File: src/rtl/msce_pkg.sv
// Shared types, widths and codes for the masked segment centroid extractor.
`default_nettype none

package msce_pkg;

    localparam int STORE_DEPTH = 4096;
    localparam int ADDR_W      = $clog2(STORE_DEPTH);
    localparam int COUNT_W     = ADDR_W + 1;
    localparam int COORD_W     = 6;
    localparam int VALUE_W     = 8;
    localparam int MASK_W      = 8;
    localparam int SUM_W       = 18;
    localparam int OFFS_W      = COORD_W + 1;
    localparam int QUOT_W      = COORD_W;
    localparam int FUNC_W      = 2;
    localparam int CFG_W       = 13;
    localparam int CFG_IDX_W   = 1;
    localparam int LIM_W       = 11;

    localparam int X_SIZE_DEF  = 64;
    localparam int Y_SIZE_DEF  = 64;

    localparam logic [MASK_W-1:0]  THR_RESET = 8'd100;
    localparam logic [COUNT_W-1:0] MIN_RESET = 13'd15;

    typedef enum logic [FUNC_W-1:0] {
        FUNC_PIXEL  = 2'd0,
        FUNC_FINISH = 2'd1,
        FUNC_READ   = 2'd2,
        FUNC_NOP    = 2'd3
    } func_t;

    typedef enum logic [CFG_IDX_W-1:0] {
        REG_MASK_THR = 1'b0,
        REG_MIN_PIX  = 1'b1
    } cfg_reg_t;

    typedef struct packed {
        logic [VALUE_W-1:0] value;
        logic [COORD_W-1:0] x;
        logic [COORD_W-1:0] y;
    } entry_t;

endpackage

`default_nettype wire

File: src/rtl/msce_div.sv
// Radix-2 divider for a quotient known to fit in QUOT_W bits.
`default_nettype none

module msce_div (
    input  wire logic                        clk,
    input  wire logic                        rst_n,
    input  wire logic                        start,
    input  wire logic [msce_pkg::SUM_W-1:0]   dividend,
    input  wire logic [msce_pkg::COUNT_W-1:0] divisor,
    output logic                             done,
    output logic [msce_pkg::QUOT_W-1:0]      quotient
);
    import msce_pkg::*;

    localparam int STEP_W = $clog2(QUOT_W);
    localparam logic [STEP_W-1:0] LAST_STEP = STEP_W'(QUOT_W - 1);

    logic              run_reg;
    logic              done_reg;
    logic [STEP_W-1:0] step_reg;
    logic [SUM_W-1:0]  rem_reg;
    logic [SUM_W-1:0]  dsh_reg;
    logic [QUOT_W-1:0] quot_reg;
    logic              fits;
    logic [SUM_W-1:0]  rem_sub;

    assign fits    = rem_reg >= dsh_reg;
    assign rem_sub = rem_reg - dsh_reg;

    always_ff @(posedge clk or negedge rst_n)
    begin
        if (!rst_n)
        begin
            run_reg  <= 1'b0;
            done_reg <= 1'b0;
            step_reg <= '0;
            rem_reg  <= '0;
            dsh_reg  <= '0;
            quot_reg <= '0;
        end
        else
        begin
            done_reg <= 1'b0;
            if (start)
            begin
                run_reg  <= 1'b1;
                step_reg <= '0;
                rem_reg  <= dividend;
                // divisor aligned to the top quotient bit
                dsh_reg  <= SUM_W'({divisor, {(QUOT_W - 1){1'b0}}});
                quot_reg <= '0;
            end
            else if (run_reg)
            begin
                if (fits)
                begin
                    rem_reg <= rem_sub;
                end
                quot_reg <= {quot_reg[QUOT_W-2:0], fits};
                dsh_reg  <= dsh_reg >> 1;
                step_reg <= step_reg + STEP_W'(1);
                if (step_reg == LAST_STEP)
                begin
                    run_reg  <= 1'b0;
                    done_reg <= 1'b1;
                end
            end
        end
    end

    assign done     = done_reg;
    assign quotient = quot_reg;

endmodule

`default_nettype wire

File: config.mk
export PLATFORM = sky130hd
export DESIGN_NAME = msce_div
export DESIGN_NICKNAME = d
export VERILOG_FILES = /design/src/rtl/msce_pkg.sv /design/src/rtl/msce_div.sv
export SDC_FILE = /design/constraint.sdc
export NUM_CORES = 1
export LEC_CHECK = 0
export BUFFER_PORTS_ARGS = -buffer_cell sky130_fd_sc_hd__buf_2
export CAP_MARGIN = 20
export CORE_MARGIN = 4
export CORE_UTILIZATION = 40
export CTS_BUF_LIST = sky130_fd_sc_hd__clkbuf_16
export DETAILED_ROUTE_END_ITERATION = 8
export PLACE_DENSITY = 0.6
export RECOVER_POWER = 25
export SYNTH_ARGS = -nofsm -noshare
export SYNTH_HDL_FRONTEND = slang
export SYNTH_SLANG_ARGS = --single-unit
File: constraint.sdc
create_clock -name clk -period 2.7 [get_ports clk]
set_input_delay 0.135 -clock clk [delete_from_list [all_inputs] [get_ports clk]]
set_output_delay 0.135 -clock clk [all_outputs]
set_load 0.02 [all_outputs]
* Word-level counts from Yosys, hierarchy flattened
Cells that the tools add are included.
Operators by class: muxes and demuxes 15, reductions and logical operators 3, equal/unequal tests 1, add/sub/neg operators 2, $lt $le $gt $ge 1
Operators by type and width (number):
- $mux W18 | 5
- $ge A18 B18 Y1 | 1
- $sub A18 B18 Y18 | 1
- $mux W6 | 2
- $mux W1 | 6
- $mux W3 | 2
- $reduce_bool A2 Y1 | 2
- $add A3 B1 Y3 const B | 1
- $eq A3 B3 Y1 const B | 1
- $reduce_and A2 Y1 | 1
Word-level totals: flip-flop bits (word level) 47, input bits 34

* Depth between registers and ports, before layout
depth after elaboration 4, depth in mapped cells 11, depth with buffers taken out 10

* Worst setup path before layout
Ideal clock, no wire load.
kind register to register, from register dsh_reg[0], to register rem_reg[4], library setup time 126 ps, cell stages (with the launch flop) 11, slack 426 ps, period minus slack after synthesis 2274 ps, arrival 2148 ps, buffers on the path 1, cell sequence dfrtp_1 > ha_1 > fa_1 > nor2b_1 > o21ai_1 > nand3b_2 > o211ai_2 > a21oi_2 > buf_4 > nor3b_1 > a221o_1
On the way: longest elaborated chain between the ends 4, elaborated cells on any way between the ends 7, classes of those cells add/sub: 1; order compare: 1; mux: 3; reduce/logical: 2
RTL lines:
- from (decl) | line msce_div.sv:22 | logic [SUM_W-1:0] dsh_reg;
- from (signal assigned) | line msce_div.sv:50 | dsh_reg <= SUM_W'({divisor, {(QUOT_W - 1){1'b0}}});
- from (signal assigned) | line msce_div.sv:60 | dsh_reg <= dsh_reg >> 1;
- $sub A18 B18 Y18 | line msce_div.sv:28 | assign rem_sub = rem_reg - dsh_reg;
- $mux W18 | line msce_div.sv:55 | if (fits)
- $mux W18 | line msce_div.sv:53 | else if (run_reg)
- $mux W18 | line msce_div.sv:44 | if (start)
- to (signal assigned) | line msce_div.sv:48 | rem_reg <= dividend;
- to (signal assigned) | line msce_div.sv:57 | rem_reg <= rem_sub;
- to (decl) | line msce_div.sv:21 | logic [SUM_W-1:0] rem_reg;
Parallel ways exist; a longest one is shown, timed or not. The select of a mux whose other input is x is not followed. A chain may end at the register's enable or synchronous reset.

* Worst setup path in the final report
from register dsh_reg[4], to register rem_reg[16]
Same word-level chain as after synthesis.

==> flow_results.xml <==
<?xml version="1.0" encoding="UTF-8"?>
<metrics>
  <group name="run_status">
    <metric name="status" unit="">finished clean</metric>
  </group>
  <group name="cts">
    <metric name="worst_skew_late_latency" unit="ns">0.29</metric>
    <metric name="clk_slew_on_worst_s_h_paths" unit="ns">0.07</metric>
    <metric name="cts.path.max_buffers" unit="">2</metric>
    <metric name="cts.htree.levels" unit="">2</metric>
    <metric name="cts-buffers-inserted" unit="">5</metric>
    <metric name="cts-root-buf" unit="">clkbuf_16</metric>
    <metric name="cts_tree" unit="">done</metric>
    <metric name="tritoncts_num_sinks" unit="">47</metric>
  </group>
  <group name="grt">
    <metric name="global_route_wire_length_before_repair" unit="um">11800</metric>
    <metric name="global_route.usage.total" unit="">0.162</metric>
    <metric name="vias_in_the_first_global_route" unit="">2428</metric>
    <metric name="grt_remaining_overflow" unit="">0</metric>
    <metric name="maximum_number_of_pins_on_one_net_before_global_route_repair" unit="">53</metric>
    <metric name="grt_antenna_before_repair" unit="">0</metric>
  </group>
  <group name="power">
    <metric name="leakagePower" unit="uW">0.00182</metric>
    <metric name="worst_ir_drop_vdd" unit="uV">367</metric>
    <metric name="power.density_cell_area" unit="mW/mm2">1090</metric>
  </group>
  <group name="detailed_routing">
    <metric name="drc" unit="">0</metric>
    <metric name="routedWlPerCell" unit="um">14.3</metric>
    <metric name="wirelength" unit="um">6780</metric>
    <metric name="drt_first_iter_violations" unit="">115</metric>
    <metric name="drt_first_pass_iters" unit="">4</metric>
    <metric name="post_drt_via_cell_ratio" unit="">5.10</metric>
    <metric name="detailroute.via_count" unit="">2421</metric>
    <metric name="postRouteAntennaNets" unit="">0</metric>
  </group>
  <group name="job">
    <metric name="drv.max_cap_violation_count" unit="">0</metric>
  </group>
  <group name="yosys">
    <metric name="ys_async_sr_fraction" unit="">1.00</metric>
    <metric name="synthDominantAreaCellType" unit="">dfrtp_1</metric>
    <metric name="post_synthesis_instance_area" unit="mm2">0.00311</metric>
    <metric name="count_of_flip_flops_with_a_built_in_enable_after_synthesis" unit="">0</metric>
    <metric name="yosys_warnings" unit="">0</metric>
    <metric name="synth.avg_cell_area" unit="um2">9.22</metric>
    <metric name="yosys_most_used_dff" unit="">dfrtp_1</metric>
    <metric name="ys_ff_latch" unit="">47</metric>
    <metric name="yosys.cell_types.count" unit="">47</metric>
    <metric name="ys_top_cells_by_area" unit="">dfrtp_1 (38%), mux2i_1 (10%), ha_1 (8.1%)</metric>
    <metric name="yosysTopAreaCellShare" unit="">0.379</metric>
    <metric name="syn_nets" unit="">392</metric>
    <metric name="post_synth_inst_count" unit="">337</metric>
    <metric name="sequential_fraction_of_the_synthesis_area" unit="">0.379</metric>
  </group>
  <group name="worst_hold_path">
    <metric name="hold_path.class" unit="">input port to flop</metric>
  </group>
  <group name="floorplanning">
    <metric name="die_area" unit="mm2">0.00924</metric>
    <metric name="fp.dieH" unit="um">96.1</metric>
    <metric name="top_level_ports" unit="">41</metric>
    <metric name="floorplan.die.width" unit="um">96.1</metric>
    <metric name="core.rowCount" unit="">31</metric>
    <metric name="core_area" unit="mm2">0.00741</metric>
    <metric name="start_util" unit="">0.419</metric>
  </group>
  <group name="sta">
    <metric name="worst_pin_slew" unit="ns">1.40</metric>
    <metric name="maxClockFrequency" unit="GHz">0.399</metric>
    <metric name="period_minus_slack" unit="ns">2.51</metric>
    <metric name="timing.final.setup_violations" unit="">0</metric>
    <metric name="final_hold_viol_count" unit="">0</metric>
    <metric name="finalSetupTns" unit="ns">0</metric>
    <metric name="final.setup.worst_slack" unit="ns">0.192</metric>
    <metric name="maxSlewViolCount" unit="">0</metric>
    <metric name="unrepaired_setup_endpoints_after_global_routing" unit="">no</metric>
    <metric name="holdWs" unit="ns">0.0478</metric>
    <metric name="period_share" unit="">0.929</metric>
    <metric name="worst_clock_skew" unit="ns">0.00437</metric>
    <metric name="timing.slew.headroom" unit="">0.0697</metric>
  </group>
  <group name="cells_and_area">
    <metric name="layout_common_cells" unit="">dfrtp_1 (47), nand2_1 (39), buf_2 (37)</metric>
    <metric name="num_antenna_cells" unit="">0</metric>
    <metric name="layout.nets" unit="">430</metric>
    <metric name="final_layout_size_suffix_gt1_frac" unit="">0.173</metric>
    <metric name="syn_to_final_growth" unit="%">16.4</metric>
    <metric name="layout.cells.most_common" unit="">dfrtp_1</metric>
  </group>
  <group name="critical_path">
    <metric name="crit_arrival" unit="ns">2.68</metric>
    <metric name="critPathMaxFanout" unit="">4</metric>
    <metric name="required" unit="ns">2.87</metric>
    <metric name="critical_path.endpoint_type" unit="">flop</metric>
    <metric name="worst_setup_path_start_kind" unit="">flop</metric>
    <metric name="critical_path_class" unit="">flop to flop</metric>
  </group>
  <group name="place">
    <metric name="routabilityCongestion" unit="">0.833</metric>
    <metric name="dp_slack" unit="ns">0.112</metric>
    <metric name="dp_hpwl" unit="um">4950</metric>
    <metric name="place.port_buffers" unit="">40</metric>
  </group>
</metrics>
-- critical path: stages (launching register included) --
cell and delay (ns):
dfrtp_1 0.37, inv_1 0.06, ha_1 0.34, a21oi_2 0.25, nand2b_1 0.19, nand3b_2 0.16
a221oi_2 0.39, o21ai_1 0.15, xor2_1 0.16, a221o_1 0.31
-- worst paths after layout --
kind | from | endpoint | slack, ns | cells past startpoint
worst min register to register | quotient[5]$_DFFE_PN0P_ | quotient[5]$_DFFE_PN0P_ | 0.53 | 2
worst max register to register | dsh_reg[4]$_DFFE_PN0P_ | rem_reg[16]$_DFFE_PN0P_ | 0.19 | 9
worst min-delay path | divisor[2] | dsh_reg[7]$_DFFE_PN0P_ | 0.05 | 3
min in group asynchronous | rst_n | step_reg[2]$_DFFE_PN0P_ | 0.69 | 2
worst max-delay path | dsh_reg[4]$_DFFE_PN0P_ | rem_reg[16]$_DFFE_PN0P_ | 0.19 | 9
max in group asynchronous | rst_n | dsh_reg[15]$_DFFE_PN0P_ | 1.19 | 2
-- synthesized netlist by cell type (2+ instances only) --
cell type,count
mux2i_1,32
nand3_1,4
inv_1,23
mux2_1,2
nor3b_1,5
a21o_1,8
and3_1,3
o31ai_1,3
nand2_1,39
a21oi_2,3
o21ai_1,18
a31oi_1,3
or3_1,2
o21ai_0,15
dfrtp_1,47
nor2b_1,5
nor2_1,24
buf_2,4
buf_4,2
o311ai_1,2
a221o_1,5
nor3_1,2
xnor2_1,10
ha_1,20
nand4_1,4
xor2_1,6
clkbuf_1,7
buf_1,5
nand2b_1,3
a21oi_1,14
-- final cells by class --
type                    count  area (um2)
fillers                   733        3790
repair buffers             49         290
multi-input cells         248        1760
well taps                  99         124
flip-flops and latches     47        1180
clock inverters             3        46.3
clock buffers               5         125
inverters                  24        90.1
-- where the power goes --
| group | switching [uW] | internal [uW] |
|---|---|---|
| logic | 1230 | 1000 |
| clock network | 282 | 440 |
| registers | 103 | 871 |
-- cells by family after synthesis --
family	share of synthesized area
fa+ha+maj	0.0870
xor+xnor	0.0451
buf+inv	0.0548
compound gates	0.165
flops	0.379
mux	0.110
simple gates	0.159
-- per-layer routing --
metal	routed length [um]	part of all wire	GRT usage
met5	0	0	0
met4	69	0.010	0.0450
met3	205	0.030	0.0289
met2	3050	0.45	0.244
met1	3460	0.51	0.237
-- what timing repair did --
action,CTS,global route
hold endpoints to repair,0,23
buffers inserted,0,1
hold buffers,0,1
resized for setup,0,4
setup endpoints to repair,0,9
-- through the flow --
stage	total power, uW	cells	utilization	cell area, um2
final	3930	475	0.488	3610
after detailed placement	3120	463	0.457	3390
after global routing	4280	475	0.488	3610
after floorplan	2690	337	-	3110
after global placement	3090	463	0.457	3390
after CTS	3860	471	0.480	3560
Note: power is estimated with default switching activity, not from simulation.
